## src/sv/upa_pkg.sv

```systemverilog
// ============================================================================
// upa_pkg: shared types, constants and microcode for the uplink allocator
// Holds the word types, the configuration view, the control and status
// structs between sequencer and datapath, and the microcode table.
// ============================================================================
package upa_pkg;

    localparam int MAX_PACKETS_DEF = 16;
    localparam int CAP_MAX         = 127;

    localparam int STEP_W = 5;
    typedef logic [STEP_W-1:0] step_t;

    // Configuration register indexes.
    localparam logic [2:0] REG_PACKET_LIMIT   = 3'd0;
    localparam logic [2:0] REG_GUARANTEED     = 3'd1;
    localparam logic [2:0] REG_TOPOLOGY_BYTES = 3'd2;
    localparam logic [2:0] REG_RECORD_BYTES   = 3'd3;
    localparam logic [2:0] REG_FIRST_CAP      = 3'd4;
    localparam logic [2:0] REG_OTHER_CAP      = 3'd5;

    typedef struct packed {
        logic [7:0] available_topologies;
        logic [7:0] available_records;
    } in_word_t;

    typedef struct packed {
        logic [7:0] topologies_sent;
        logic [7:0] records_sent;
        logic [4:0] packets_used;
    } out_word_t;

    typedef struct packed {
        logic [4:0] packet_limit;
        logic [7:0] guaranteed_topologies;
        logic [6:0] topology_bytes;
        logic [6:0] record_bytes;
        logic [6:0] first_capacity;
        logic [6:0] other_capacity;
    } cfg_t;

    typedef enum logic [4:0] {
        OP_NOP,
        OP_LOAD,
        OP_TOTAL,
        OP_BUDGET,
        OP_DIVB_S,
        OP_MIN_S,
        OP_REM_S,
        OP_DIVB_T,
        OP_ADD_T,
        OP_INIT_T,
        OP_DIVR_T,
        OP_TAKE,
        OP_ROOM_T,
        OP_NEXT,
        OP_FIN_T,
        OP_DIVR_S,
        OP_ROOM_S,
        OP_FIN_S,
        OP_OUTPUT
    } uop_t;

    typedef enum logic [2:0] {
        CND_NONE,
        CND_JUMP,
        CND_EXIT,
        CND_HOLD_IN,
        CND_HOLD_DIV,
        CND_HOLD_OUT
    } cond_t;

    typedef struct packed {
        uop_t  op;
        cond_t cond;
        step_t target;
    } mc_word_t;

    typedef struct packed {
        uop_t op;
    } ctrl_t;

    typedef struct packed {
        logic div_busy;
        logic out_full;
        logic loop_exit;
    } status_t;

    // Program labels.
    localparam step_t L_IDLE   = 5'd0;
    localparam step_t L_PACK_T = 5'd11;
    localparam step_t L_END_T  = 5'd16;
    localparam step_t L_PACK_S = 5'd17;
    localparam step_t L_END_S  = 5'd22;

    function automatic mc_word_t mc_fetch(input step_t step);
        mc_word_t w;
        w = '{op: OP_NOP, cond: CND_JUMP, target: L_IDLE};
        case (step)
            5'd0:  w = '{op: OP_LOAD,   cond: CND_HOLD_IN,  target: L_IDLE};
            5'd1:  w = '{op: OP_TOTAL,  cond: CND_NONE,     target: L_IDLE};
            5'd2:  w = '{op: OP_BUDGET, cond: CND_NONE,     target: L_IDLE};
            5'd3:  w = '{op: OP_DIVB_S, cond: CND_NONE,     target: L_IDLE};
            5'd4:  w = '{op: OP_NOP,    cond: CND_HOLD_DIV, target: L_IDLE};
            5'd5:  w = '{op: OP_MIN_S,  cond: CND_NONE,     target: L_IDLE};
            5'd6:  w = '{op: OP_REM_S,  cond: CND_NONE,     target: L_IDLE};
            5'd7:  w = '{op: OP_DIVB_T, cond: CND_NONE,     target: L_IDLE};
            5'd8:  w = '{op: OP_NOP,    cond: CND_HOLD_DIV, target: L_IDLE};
            5'd9:  w = '{op: OP_ADD_T,  cond: CND_NONE,     target: L_IDLE};
            5'd10: w = '{op: OP_INIT_T, cond: CND_NONE,     target: L_IDLE};
            5'd11: w = '{op: OP_DIVR_T, cond: CND_NONE,     target: L_IDLE};
            5'd12: w = '{op: OP_NOP,    cond: CND_HOLD_DIV, target: L_IDLE};
            5'd13: w = '{op: OP_TAKE,   cond: CND_NONE,     target: L_IDLE};
            5'd14: w = '{op: OP_ROOM_T, cond: CND_EXIT,     target: L_END_T};
            5'd15: w = '{op: OP_NEXT,   cond: CND_JUMP,     target: L_PACK_T};
            5'd16: w = '{op: OP_FIN_T,  cond: CND_NONE,     target: L_IDLE};
            5'd17: w = '{op: OP_DIVR_S, cond: CND_NONE,     target: L_IDLE};
            5'd18: w = '{op: OP_NOP,    cond: CND_HOLD_DIV, target: L_IDLE};
            5'd19: w = '{op: OP_TAKE,   cond: CND_NONE,     target: L_IDLE};
            5'd20: w = '{op: OP_ROOM_S, cond: CND_EXIT,     target: L_END_S};
            5'd21: w = '{op: OP_NEXT,   cond: CND_JUMP,     target: L_PACK_S};
            5'd22: w = '{op: OP_FIN_S,  cond: CND_NONE,     target: L_IDLE};
            5'd23: w = '{op: OP_OUTPUT, cond: CND_HOLD_OUT, target: L_IDLE};
            5'd24: w = '{op: OP_NOP,    cond: CND_JUMP,     target: L_IDLE};
            default: w = '{op: OP_NOP, cond: CND_JUMP, target: L_IDLE};
        endcase
        return w;
    endfunction

endpackage

```

## src/sv/upa_div.sv

```systemverilog
// ============================================================================
// upa_div: restoring divider, one quotient bit per cycle
// Divides an unsigned dividend by a 7-bit nonzero divisor and holds the
// quotient until the next start.
// ============================================================================
module upa_div #(
    parameter int DIVIDEND_W = 11
) (
    input  logic                  clk,
    input  logic                  rst_n,
    input  logic                  start,
    input  logic [DIVIDEND_W-1:0] dividend,
    input  logic [6:0]            divisor,
    output logic                  busy,
    output logic [DIVIDEND_W-1:0] quotient
);
    localparam int CNT_W = $clog2(DIVIDEND_W + 1);

    logic [6:0]            rem_reg, rem_next;
    logic [DIVIDEND_W-1:0] quo_reg, quo_next;
    logic [6:0]            dvs_reg, dvs_next;
    logic [CNT_W-1:0]      cnt_reg, cnt_next;
    logic                  busy_reg, busy_next;
    logic [7:0]            shifted;
    logic [7:0]            trial;

    always_comb
    begin
        shifted   = {rem_reg, quo_reg[DIVIDEND_W-1]};
        trial     = shifted - {1'b0, dvs_reg};
        rem_next  = rem_reg;
        quo_next  = quo_reg;
        dvs_next  = dvs_reg;
        cnt_next  = cnt_reg;
        busy_next = busy_reg;
        if (start)
        begin
            rem_next  = '0;
            quo_next  = dividend;
            dvs_next  = divisor;
            cnt_next  = CNT_W'(DIVIDEND_W);
            busy_next = 1'b1;
        end
        else if (busy_reg)
        begin
            if (shifted >= {1'b0, dvs_reg})
            begin
                rem_next = trial[6:0];
                quo_next = {quo_reg[DIVIDEND_W-2:0], 1'b1};
            end
            else
            begin
                rem_next = shifted[6:0];
                quo_next = {quo_reg[DIVIDEND_W-2:0], 1'b0};
            end
            cnt_next = cnt_reg - CNT_W'(1);
            if (cnt_reg == CNT_W'(1))
            begin
                busy_next = 1'b0;
            end
        end
    end

    always_ff @(posedge clk or negedge rst_n)
    begin
        if (!rst_n)
        begin
            busy_reg <= 1'b0;
            cnt_reg  <= '0;
        end
        else
        begin
            busy_reg <= busy_next;
            cnt_reg  <= cnt_next;
        end
    end

    always_ff @(posedge clk)
    begin
        rem_reg <= rem_next;
        quo_reg <= quo_next;
        dvs_reg <= dvs_next;
    end

    assign busy     = busy_reg;
    assign quotient = quo_reg;

endmodule

```

## src/sv/upa_seq.sv

```systemverilog
// ============================================================================
// upa_seq: microcode sequencer
// Steps through the allocation program, handling holds, loop exits and
// jumps, and issues one datapath operation per step.
// ============================================================================
module upa_seq (
    input  logic              clk,
    input  logic              rst_n,
    input  logic              in_valid,
    input  upa_pkg::status_t  st,
    output upa_pkg::ctrl_t    ctrl,
    output logic              in_ready
);
    import upa_pkg::*;

    step_t    step_reg, step_next;
    mc_word_t word;
    logic     hold;

    always_comb
    begin
        word = mc_fetch(step_reg);
        case (word.cond)
            CND_HOLD_IN:  hold = !in_valid;
            CND_HOLD_DIV: hold = st.div_busy;
            CND_HOLD_OUT: hold = st.out_full;
            default:      hold = 1'b0;
        endcase
    end

    always_comb
    begin
        if (hold)
        begin
            step_next = step_reg;
        end
        else if (word.cond == CND_JUMP || (word.cond == CND_EXIT && st.loop_exit))
        begin
            step_next = word.target;
        end
        else
        begin
            step_next = step_reg + step_t'(1);
        end
    end

    always_comb
    begin
        ctrl.op  = hold ? OP_NOP : word.op;
        in_ready = (word.op == OP_LOAD);
    end

    always_ff @(posedge clk or negedge rst_n)
    begin
        if (!rst_n)
        begin
            step_reg <= L_IDLE;
        end
        else
        begin
            step_reg <= step_next;
        end
    end

endmodule

```

## src/sv/upa_dp.sv

```systemverilog
// ============================================================================
// upa_dp: allocation datapath
// Budget accumulator, record counters, packet room and packet count, the
// divider operand select and the output word register.
// ============================================================================
module upa_dp #(
    parameter int MAX_PACKETS = 16,
    parameter int ACC_W       = 11
) (
    input  logic                 clk,
    input  logic                 rst_n,
    input  upa_pkg::ctrl_t       ctrl,
    input  upa_pkg::cfg_t        cfg,
    input  upa_pkg::in_word_t    in_data,
    input  logic                 out_ready,
    output upa_pkg::status_t     st,
    output logic                 out_valid,
    output upa_pkg::out_word_t   out_data,
    output logic                 div_start,
    output logic [ACC_W-1:0]     div_dividend,
    output logic [6:0]           div_divisor,
    input  logic                 div_busy,
    input  logic [ACC_W-1:0]     div_quot
);
    import upa_pkg::*;

    localparam int PKT_W  = $clog2(MAX_PACKETS + 1);
    localparam int PROD_W = PKT_W + 7;
    localparam int CMP_W  = (ACC_W > 15) ? ACC_W : 15;

    logic [ACC_W-1:0] acc_reg, acc_next;
    logic [7:0]       num_t_reg, num_t_next;
    logic [7:0]       rest_t_reg, rest_t_next;
    logic [7:0]       num_s_reg, num_s_next;
    logic [7:0]       left_reg, left_next;
    logic [7:0]       take_reg, take_next;
    logic [6:0]       room_reg, room_next;
    logic [PKT_W-1:0] packets_reg, packets_next;
    logic [PKT_W-1:0] lim_reg, lim_next;
    logic             out_valid_reg, out_valid_next;
    out_word_t        out_reg, out_next;

    logic [6:0]        tsize, ssize;
    logic [7:0]        guar_min;
    logic [PROD_W-1:0] prod_total;
    logic [14:0]       t_bytes;
    logic [14:0]       s_bytes;
    logic [14:0]       room_used_t;
    logic [14:0]       room_used_s;
    logic [7:0]        q_min_s, q_min_rest, q_min_left;

    always_comb
    begin
        tsize = (cfg.topology_bytes == 7'd0) ? 7'd1 : cfg.topology_bytes;
        ssize = (cfg.record_bytes == 7'd0) ? 7'd1 : cfg.record_bytes;
        guar_min = (cfg.guaranteed_topologies < in_data.available_topologies)
                 ? cfg.guaranteed_topologies : in_data.available_topologies;
        prod_total  = PROD_W'(lim_reg - PKT_W'(1)) * PROD_W'(cfg.other_capacity);
        t_bytes     = 15'(num_t_reg) * 15'(tsize);
        s_bytes     = 15'(num_s_reg) * 15'(ssize);
        room_used_t = 15'(take_reg) * 15'(tsize);
        room_used_s = 15'(take_reg) * 15'(ssize);
        q_min_s    = (CMP_W'(div_quot) < CMP_W'(num_s_reg)) ? 8'(div_quot) : num_s_reg;
        q_min_rest = (CMP_W'(div_quot) < CMP_W'(rest_t_reg)) ? 8'(div_quot) : rest_t_reg;
        q_min_left = (CMP_W'(div_quot) < CMP_W'(left_reg)) ? 8'(div_quot) : left_reg;
    end

    // Divider operands.
    always_comb
    begin
        div_start    = 1'b0;
        div_dividend = acc_reg;
        div_divisor  = ssize;
        case (ctrl.op)
            OP_DIVB_S:
            begin
                div_start = 1'b1;
            end
            OP_DIVB_T:
            begin
                div_start   = 1'b1;
                div_divisor = tsize;
            end
            OP_DIVR_T:
            begin
                div_start    = 1'b1;
                div_dividend = ACC_W'(room_reg);
                div_divisor  = tsize;
            end
            OP_DIVR_S:
            begin
                div_start    = 1'b1;
                div_dividend = ACC_W'(room_reg);
            end
            default:
            begin
                div_start = 1'b0;
            end
        endcase
    end

    always_comb
    begin
        acc_next     = acc_reg;
        num_t_next   = num_t_reg;
        rest_t_next  = rest_t_reg;
        num_s_next   = num_s_reg;
        left_next    = left_reg;
        take_next    = take_reg;
        room_next    = room_reg;
        packets_next = packets_reg;
        lim_next     = lim_reg;
        out_next     = out_reg;
        out_valid_next = out_valid_reg && !out_ready;
        case (ctrl.op)
            OP_LOAD:
            begin
                num_t_next   = guar_min;
                rest_t_next  = in_data.available_topologies - guar_min;
                num_s_next   = in_data.available_records;
                acc_next     = ACC_W'(cfg.first_capacity);
                packets_next = PKT_W'(1);
                if (cfg.packet_limit == 5'd0)
                begin
                    lim_next = PKT_W'(1);
                end
                else if (int'(cfg.packet_limit) > MAX_PACKETS)
                begin
                    lim_next = PKT_W'(MAX_PACKETS);
                end
                else
                begin
                    lim_next = PKT_W'(cfg.packet_limit);
                end
            end
            OP_TOTAL:
            begin
                acc_next = acc_reg + ACC_W'(prod_total);
            end
            OP_BUDGET:
            begin
                // A budget that goes negative is clamped to zero.
                if (CMP_W'(t_bytes) > CMP_W'(acc_reg))
                begin
                    acc_next = '0;
                end
                else
                begin
                    acc_next = acc_reg - ACC_W'(t_bytes);
                end
            end
            OP_MIN_S:
            begin
                num_s_next = q_min_s;
            end
            OP_REM_S:
            begin
                acc_next = acc_reg - ACC_W'(s_bytes);
            end
            OP_ADD_T:
            begin
                num_t_next = num_t_reg + q_min_rest;
            end
            OP_INIT_T:
            begin
                room_next    = cfg.first_capacity;
                packets_next = PKT_W'(1);
                left_next    = num_t_reg;
            end
            OP_TAKE:
            begin
                take_next = q_min_left;
                left_next = left_reg - q_min_left;
            end
            OP_ROOM_T:
            begin
                room_next = room_reg - 7'(room_used_t);
            end
            OP_ROOM_S:
            begin
                room_next = room_reg - 7'(room_used_s);
            end
            OP_NEXT:
            begin
                packets_next = packets_reg + PKT_W'(1);
                room_next    = cfg.other_capacity;
            end
            OP_FIN_T:
            begin
                num_t_next = num_t_reg - left_reg;
                left_next  = num_s_reg;
            end
            OP_FIN_S:
            begin
                num_s_next = num_s_reg - left_reg;
            end
            OP_OUTPUT:
            begin
                out_next.topologies_sent = num_t_reg;
                out_next.records_sent    = num_s_reg;
                out_next.packets_used    = 5'(packets_reg);
                out_valid_next           = 1'b1;
            end
            default:
            begin
                acc_next = acc_reg;
            end
        endcase
    end

    always_ff @(posedge clk or negedge rst_n)
    begin
        if (!rst_n)
        begin
            out_valid_reg <= 1'b0;
            packets_reg   <= PKT_W'(1);
            lim_reg       <= PKT_W'(1);
        end
        else
        begin
            out_valid_reg <= out_valid_next;
            packets_reg   <= packets_next;
            lim_reg       <= lim_next;
        end
    end

    always_ff @(posedge clk)
    begin
        acc_reg    <= acc_next;
        num_t_reg  <= num_t_next;
        rest_t_reg <= rest_t_next;
        num_s_reg  <= num_s_next;
        left_reg   <= left_next;
        take_reg   <= take_next;
        room_reg   <= room_next;
        out_reg    <= out_next;
    end

    always_comb
    begin
        st.div_busy  = div_busy;
        st.out_full  = out_valid_reg && !out_ready;
        st.loop_exit = (left_reg == 8'd0) || (packets_reg >= lim_reg);
    end

    assign out_valid = out_valid_reg;
    assign out_data  = out_reg;

    a_no_restart: assert property (@(posedge clk) disable iff (!rst_n)
        div_start |-> !div_busy)
        else $error("divider restarted while busy");

    a_quot_ready: assert property (@(posedge clk) disable iff (!rst_n)
        (ctrl.op == OP_MIN_S || ctrl.op == OP_ADD_T || ctrl.op == OP_TAKE) |-> !div_busy)
        else $error("quotient used before the divider finished");

    a_pkt_limit: assert property (@(posedge clk) disable iff (!rst_n)
        (packets_reg <= lim_reg) && (packets_reg != '0))
        else $error("packet count outside the limit");

    a_no_overwrite: assert property (@(posedge clk) disable iff (!rst_n)
        (ctrl.op == OP_OUTPUT) |-> !(out_valid_reg && !out_ready))
        else $error("output word overwritten before it was taken");

endmodule

```

## src/sv/uplink_packet_allocation_top.sv

```systemverilog
// ============================================================================
// uplink_packet_allocation_top: uplink message record allocator
// Decides how many topology and management records fit into one
// multi-packet uplink message and how many packets that message uses.
// ============================================================================
// One word at a time is computed by a microcoded sequencer driving a small
// datapath with a shared restoring divider that resolves one quotient bit per
// cycle (D = clog2(127*MAX_PACKETS+1) bits, 11 at the default). Each word
// runs a budget pass with two divisions outside the packing loops, then the
// topology packing loop and the management packing loop; each loop divides
// once for every packet visited and opens the next packet when it goes on.
// The result waits in the output register for the consumer while the next
// word is computed; the program stalls before loading the following result
// until that register is free, and after a result is loaded it jumps back
// to the load step to take the next word.
// Configuration registers may be written only while no word is in flight.
module uplink_packet_allocation_top #(
    parameter int MAX_PACKETS = upa_pkg::MAX_PACKETS_DEF
) (
    input  logic                clk,
    input  logic                rst_n,
    input  logic                in_valid,
    output logic                in_ready,
    input  upa_pkg::in_word_t   in_data,
    output logic                out_valid,
    input  logic                out_ready,
    output upa_pkg::out_word_t  out_data,
    input  logic                cfg_we,
    input  logic [2:0]          cfg_index,
    input  logic [7:0]          cfg_wdata
);
    import upa_pkg::*;

    localparam int ACC_W = $clog2(CAP_MAX * MAX_PACKETS + 1);

    cfg_t    cfg_reg, cfg_next;
    ctrl_t   ctrl;
    status_t st;

    logic             div_start;
    logic [ACC_W-1:0] div_dividend;
    logic [6:0]       div_divisor;
    logic             div_busy;
    logic [ACC_W-1:0] div_quot;

    always_comb
    begin
        cfg_next = cfg_reg;
        if (cfg_we)
        begin
            case (cfg_index)
                REG_PACKET_LIMIT:   cfg_next.packet_limit          = cfg_wdata[4:0];
                REG_GUARANTEED:     cfg_next.guaranteed_topologies = cfg_wdata;
                REG_TOPOLOGY_BYTES: cfg_next.topology_bytes        = cfg_wdata[6:0];
                REG_RECORD_BYTES:   cfg_next.record_bytes          = cfg_wdata[6:0];
                REG_FIRST_CAP:      cfg_next.first_capacity        = cfg_wdata[6:0];
                REG_OTHER_CAP:      cfg_next.other_capacity        = cfg_wdata[6:0];
                default:            cfg_next = cfg_reg;
            endcase
        end
    end

    always_ff @(posedge clk or negedge rst_n)
    begin
        if (!rst_n)
        begin
            cfg_reg.packet_limit          <= 5'd4;
            cfg_reg.guaranteed_topologies <= 8'd1;
            cfg_reg.topology_bytes        <= 7'd16;
            cfg_reg.record_bytes          <= 7'd8;
            cfg_reg.first_capacity        <= 7'd100;
            cfg_reg.other_capacity        <= 7'd120;
        end
        else
        begin
            cfg_reg <= cfg_next;
        end
    end

    upa_seq u_seq (
        .clk      (clk),
        .rst_n    (rst_n),
        .in_valid (in_valid),
        .st       (st),
        .ctrl     (ctrl),
        .in_ready (in_ready)
    );

    upa_dp #(
        .MAX_PACKETS (MAX_PACKETS),
        .ACC_W       (ACC_W)
    ) u_dp (
        .clk          (clk),
        .rst_n        (rst_n),
        .ctrl         (ctrl),
        .cfg          (cfg_reg),
        .in_data      (in_data),
        .out_ready    (out_ready),
        .st           (st),
        .out_valid    (out_valid),
        .out_data     (out_data),
        .div_start    (div_start),
        .div_dividend (div_dividend),
        .div_divisor  (div_divisor),
        .div_busy     (div_busy),
        .div_quot     (div_quot)
    );

    upa_div #(
        .DIVIDEND_W (ACC_W)
    ) u_div (
        .clk      (clk),
        .rst_n    (rst_n),
        .start    (div_start),
        .dividend (div_dividend),
        .divisor  (div_divisor),
        .busy     (div_busy),
        .quotient (div_quot)
    );

endmodule

```

## config.mk

```make
export PLATFORM = sky130hd
export DESIGN_NAME = uplink_packet_allocation_top
export DESIGN_NICKNAME = d
export VERILOG_FILES = /design/src/sv/upa_pkg.sv /design/src/sv/upa_div.sv /design/src/sv/upa_seq.sv /design/src/sv/upa_dp.sv /design/src/sv/uplink_packet_allocation_top.sv
export SDC_FILE = /design/constraint.sdc
export NUM_CORES = 1
export LEC_CHECK = 0
export ABC_AREA = 1
export ABC_CLOCK_PERIOD_IN_PS = 6750
export BUFFER_PORTS_ARGS = -buffer_cell sky130_fd_sc_hd__buf_2
export CAP_MARGIN = 30
export CORE_ASPECT_RATIO = 0.5
export CORE_MARGIN = 2
export CORE_UTILIZATION = 55
export CTS_CLUSTER_SIZE = 30
export DETAILED_ROUTE_END_ITERATION = 10
export PLACE_DENSITY = 0.77
export REMOVE_ABC_BUFFERS = 1
export SLEW_MARGIN = 40
export SYNTH_ARGS = -nofsm -noshare
export SYNTH_HDL_FRONTEND = slang
export SYNTH_SLANG_ARGS = --single-unit
```

## constraint.sdc

```tcl
create_clock -name clk -period 6.75 [get_ports clk]
set_input_delay 0.3375 -clock clk [delete_from_list [all_inputs] [get_ports clk]]
set_output_delay 0.3375 -clock clk [all_outputs]
set_load 0.005 [all_outputs]
```

Word-level counts from Yosys, hierarchy flattened

Memories as Yosys holds them, arrays and structs flattened.
Index checks and enable logic that the tools add are counted.

Logic and storage cells: 145
Memory bits (read-only): 416
Flip-flop bits (word level): 166
Memories: 1

Order comparisons: 8
Add/sub/neg operators: 15
Multipliers: 5
Multiplexer cells: 31
Reduce and logical (&&, ||, !) cells: 29
Eq/ne operators: 31

Memories:

| memory          | words | bits a word | read ports | clocked after memory_dff | wr ports | RTL line      | source |
|---|---|---|---|---|---|---|---|
| (no name shown) | 32    | 13          | 1          | 0                        | 0        | upa_pkg.sv:99 | `case (step)` |

Operators by type and width:

| kind                 | count |
|---|---|
| $pmux W8 S3          | 3 |
| $mux W11             | 4 |
| $pmux W11 S4         | 1 |
| $eq A5 B4 Y1 const B | 8 |
| $lt A11 B8 Y1        | 3 |
| $mux W8              | 4 |
| $sub A8 B8 Y8        | 4 |
| $mux W7              | 4 |
| $pmux W7 S4          | 1 |
| $sub A11 B11 Y11     | 2 |
| $sub A7 B7 Y7        | 3 |
| $eq A5 B3 Y1 const B | 4 |
| $mux W5              | 4 |
| $mul A8 B7 Y7        | 2 |
| $eq A5 B5 Y1 const B | 3 |
| $gt A15 B11 Y1       | 1 |
| $mul A8 B7 Y15       | 1 |
| $logic_not A7 Y1     | 2 |
| $reduce_and A2 Y1    | 7 |
| $eq A3 B2 Y1 const B | 4 |
| $eq A3 B3 Y1 const B | 4 |
| $mul A12 B7 Y11      | 1 |
| $add A11 B11 Y11     | 1 |
| $mul A8 B7 Y11       | 1 |
| 28 further kinds     | 47 |

Longest topological paths before layout

Depth in word-level cells: 8
Gate-level depth with buffers: 29
Mapped depth without buffers: 29

Modules after synthesis

From an unflattened synthesis, not the netlist that was laid out.

Cells, all modules: 2434
Area total of the unflattened synthesis: 18659.1 um^2

Modules (own cells, without submodules):

| module                       | area each (um^2) | seq. area each (um^2) | instances | cells an instance |
|---|---|---|---|---|
| upa_dp                       | 14461.4          | 2620.0                | 1         | 1909 |
| upa_div                      | 1669.1           | 805.8                 | 1         | 197 |
| uplink_packet_allocation_top | 1650.3           | 1039.7                | 1         | 189 |
| upa_seq                      | 878.3            | 125.1                 | 1         | 139 |

Least setup slack after synthesis

No wires, ideal clock.

Path type: reg2reg
Start: register cfg_reg[25] in the netlist's numbering
End: register u_dp.acc_reg[9] (data pin)
Arrival time: 5.177 ns
Setup time: 0.134 ns
Path slack: 1.438 ns
Cell stages (with the launch flop): 24
Required time: 6.616 ns
Cells stage by stage: dfstp_2 clkbuf_1 nand2_1 fa_1 fa_1 inv_1 fa_1 inv_1 fa_1 inv_1 ha_1 inv_1 o21bai_1 xor2_1 inv_1 ha_1 nand2_1 nor4_1 nand4_1 nand2_1 nand2_1 nor2_1 nand3_1 nand3_1

Longest elaborated chain between the ends: 6
Elaborated cells between the ends (all ways): 7
Classes of those cells: 1 x add/sub; 1 x mul; 1 x order compare; 3 x mux; 1 x reduce/logical

Ends and longest elaborated chain:

| element                                            | RTL line                           | source |
|---|---|---|
| start: declaration                                 | uplink_packet_allocation_top.sv:36 | `cfg_t cfg_reg, cfg_next;` |
| start signal: assignment                           | uplink_packet_allocation_top.sv:76 | `cfg_reg <= cfg_next;` |
| $logic_not A7 Y1                                   | upa_dp.sv:54                       | `tsize = (cfg.topology_bytes == 7'd0) ? 7'd1 : cfg.topology_bytes;` |
| $mux W7 *                                          | upa_dp.sv:54                       |  |
| $mul A8 B7 Y15 *                                   | upa_dp.sv:59                       | `t_bytes = 15'(num_t_reg) * 15'(tsize);` |
| $gt A15 B11 Y1 or $sub A11 B11 Y11 (tied branches) | upa_dp.sv:143, upa_dp.sv:149       |  |
| $mux W11 *                                         | upa_dp.sv:143                      | `if (CMP_W'(t_bytes) > CMP_W'(acc_reg))` |
| $pmux W11 S4 *                                     | upa_dp.sv:115                      | `case (ctrl.op)` |
| named net u_dp.acc_next[9]                         | upa_dp.sv:31                       | `logic [ACC_W-1:0] acc_reg, acc_next;` |
| end signal: assignment                             | upa_dp.sv:229                      | `acc_reg <= acc_next;` |
| end: declaration                                   | upa_dp.sv:31                       |  |

The timed path passes the listed nets; every way through them passes the cells marked *.
A chain may end at the register's enable or synchronous reset.

Worst setup path in the final report

Start: register u_dp.num_t_reg[3]
End: register u_dp.acc_reg[9] (data pin)

Longest elaborated chain between the ends: 4
Elaborated cells between the ends (all ways): 5
Classes of those cells: 1 x add/sub; 1 x mul; 1 x order compare; 2 x mux

Ends and longest elaborated chain:

| element                                            | RTL line                     | source |
|---|---|---|
| start: declaration                                 | upa_dp.sv:32                 | `logic [7:0] num_t_reg, num_t_next;` |
| start signal: assignment                           | upa_dp.sv:230                | `num_t_reg <= num_t_next;` |
| $mul A8 B7 Y15 *                                   | upa_dp.sv:59                 |  |
| $gt A15 B11 Y1 or $sub A11 B11 Y11 (tied branches) | upa_dp.sv:143, upa_dp.sv:149 |  |
| $mux W11 *                                         | upa_dp.sv:143                |  |
| $pmux W11 S4 *                                     | upa_dp.sv:115                |  |
| named net u_dp.acc_next[9]                         | upa_dp.sv:31                 |  |

Marked as above.

==> metrics <==
status finished, final reports clean; Hold Crit Depth 2; GP Congestion 0.9684; top cells by area, synth edfxtp_1 16%, ha_1 14%, fa_1 14%, nand2_1 11%, inv_1 9.6%; WL/cell 17.81 um; GRT met2 Usage 0.4442; via count 15400; Arrival @ worst endpoint 6.18 ns; Int Power 3158 uW; core area 32930 um2; Max-Cap Viols 0; Initial Util 0.5572; drt initial violations 1567; Reg2Reg Depth 24; clk slew on worst S/H paths 0.07 ns; HPWL after DPL 40320 um; Rel. slew slack 0.4215; I/O Pins 55; die area 34930 um2; Nets 2727; Placed Area 18990 um2; max-slew violation count 0; area fraction of the dominant cell type after synthesis 0.1571; CTS tree done; Yosys Warn Count 0; final worst-path cycle share 0.8695; static leakage 0.01017 uW; clock skew 0.01472 ns; final hold violations 0; post-route ant nets 0; sw frac 0.4707; final cell utilization of the core 0.5954; vias per cell 5.474; Post-synth EDFFs 96; CP Capture Type register; GRT busiest layer met2; crit-path max FO 10; Die Span X 262.3 um; CTS root buf clkbuf_16; max reg flops 41; Crit Path Category reg2reg; total CTS buffers 17; number of synthesized register bits 165; Peak VDD IR 0.0002658 V; final setup vio count 0; Mapped Area 18350 um2; gr usage total 0.2946; mean area per synthesized cell 7.896 um2; Hold Startpoint cfg_wdata[7]; total grt overflow 0; clock buffer depth 2; largest net degree at the start of global routing 63; RSZ-0062 raised after global routing false; P per Cell Area 304.3 nW/um2; Filler Cells Inserted 2908; clock share of power 0.168; part of the power in registers 0.216; Clk Latency, worst-skew pair 0.46 ns; DRC Markers 0; total net switching power 2809 uW; worst path required time 7.06 ns; Main synth FF type edfxtp_1; H-tree levels 4; initial antenna violation count 5; vias in the first global route 14600; flop2flop setup slack 0.88 ns; M3 GR Usage 0.09261; Total Routed Length 50100 um; # port buffers 54; area leader, netlist edfxtp_1; Tmin final 5.869 ns; Final Cell Area 19610 um2; First-pass DRT Iterations 6; Achievable Freq 170.4 MHz; met1 Use GR 0.4058; post-synthesis sequential area ratio 0.2502; die extent in y 133.2 um; reg2reg start u_dp.num_t_reg[3]$_DFFE_PP_; Worst R2R End u_dp.acc_reg[9]$_DFFE_PP_; global-route wire length before repair 79200 um; synth unique cells 61; P&R area growth vs syn 6.859%; Worst setup SP type register; Hold Crit Endpoint cfg_reg[35]$_DFFE_PN0P_; CP Launch Point u_dp.num_t_reg[3]$_DFFE_PP_; CTS Sinks 165; post-cts sizing count 0; Synth Instances 2324; TNS Setup 0 ns; FFs w/ async S/R, synth 0.3758; worst min-delay path class in2reg; # rows 47; layout cells sized above 1 0.08400; Slew @ Worst Pin 0.8606 ns; Comb pwr share 0.616
cell type report:
class                      count  area (um2)  area share
antenna                        3       7.507   0.0003828
clock buffer                  19       452.9     0.02310
clock inverter                13       136.4    0.006955
inverter                     484        1829     0.09329
multi-input combinational   1628       11720      0.5976
sequential                   165        4591      0.2341
tap                          441       551.8     0.02814
timing repair buffer          60       321.6     0.01640
cell usage after synthesis (6+ instances only):
master and count:
nand4_1 24, a31oi_1 6, o21ai_0 135, nor3_1 10, fa_1 127, buf_2 9
nor2_4 8, inv_1 469, dfstp_2 13, o221ai_1 8, clkbuf_1 32, nor2_2 6
edfxtp_1 96, or2_2 18, xor2_1 63, ha_1 212, dfrtp_1 49, o22ai_1 8
o21ai_2 8, o211ai_1 9, dfxtp_1 7, nand2_2 13, nor2_1 137, inv_2 11
a21oi_1 116, o21ai_1 11, nand2_1 533, nand3_1 75, xnor2_1 39
critical path: stages, from the launching register on:
cell,delay (ns)
edfxtp_1,0.59
nand2_1,0.14
inv_1,0.07
fa_1,0.54
inv_1,0.05
fa_1,0.47
inv_1,0.07
fa_1,0.54
inv_1,0.06
fa_1,0.53
inv_1,0.04
ha_1,0.36
inv_1,0.09
o21bai_1,0.17
xor2_1,0.25
inv_1,0.07
ha_1,0.37
nand2_1,0.09
nor4_1,0.25
nand4_1,0.12
nand2_1,0.12
nand2_1,0.05
nor2_1,0.44
nand3_1,0.14
nand3_1,0.10
cell usage in the layout, fill, tap and decap left out, drive strengths merged, types with 20 or more instances in the layout:
cell      n
xor2     63
edfxtp   96
inv     489
nand3    81
nor2    151
or2      20
nand4    25
a21oi   121
buf      59
o21ai   155
ha      212
nand2   552
xnor2    39
dfrtp    49
fa      127
power by group through the flow:
stage,Sequential (uW),Clock [uW],Combinational [uW]
global placement,1300,0,3530
global route,1300,1050,4190
finish,1290,1000,3680
detailed placement,1310,0,3580
CTS,1290,1010,3640
floorplan,1270,0,2780
what timing repair did:
item,in CTS,in global routing
setup endpoints to repair,0,0
hold endpoints to repair,16,0
hold buffers,1,0
buffers inserted,0,0
through the flow:
stage	instances	hold WS [ns]	worst slack (ns)	total power (uW)
after floorplan	2277	0.04191	1.644	4042
after global placement	2777	0.4668	1.098	4827
after detailed placement	2777	0.4732	1.004	4887
after CTS	2810	0.1044	0.9461	5932
after global routing	2810	0.1167	0.4788	6536
final	2813	0.1210	0.8809	5967
how the worst max path moves through the flow:
stage                                 to
6_report       u_dp.acc_reg[9]$_DFFE_PP_
5_1_grt        u_dp.acc_reg[9]$_DFFE_PP_
4_1_cts        u_dp.acc_reg[9]$_DFFE_PP_
3_5_place_dp   u_dp.acc_reg[9]$_DFFE_PP_
3_3_place_gp   u_dp.acc_reg[9]$_DFFE_PP_
2_1_floorplan  u_dp.acc_reg[9]$_DFFE_PP_
kinds of logic (layout without fill, tap and decap cells):
family	after synthesis	after routing	synth area share
other	0	3	0
flip-flops	165	165	0.2502
XOR/XNOR	102	102	0.04868
AO/OA/AOI/OAI	333	333	0.1026
multiplexers	5	5	0.003068
buffers and inverters	531	576	0.1124
adder cells (fa/ha/maj)	339	339	0.2831
AND/OR/NAND/NOR	849	849	0.2000
per-layer routing:
metal	wire length (um)	part of all wire
met1	21390	0.43
met2	21790	0.43
met3	5572	0.11
met4	1338	0.027
met5	8	0.00016
(Power assumes the default switching activity.)
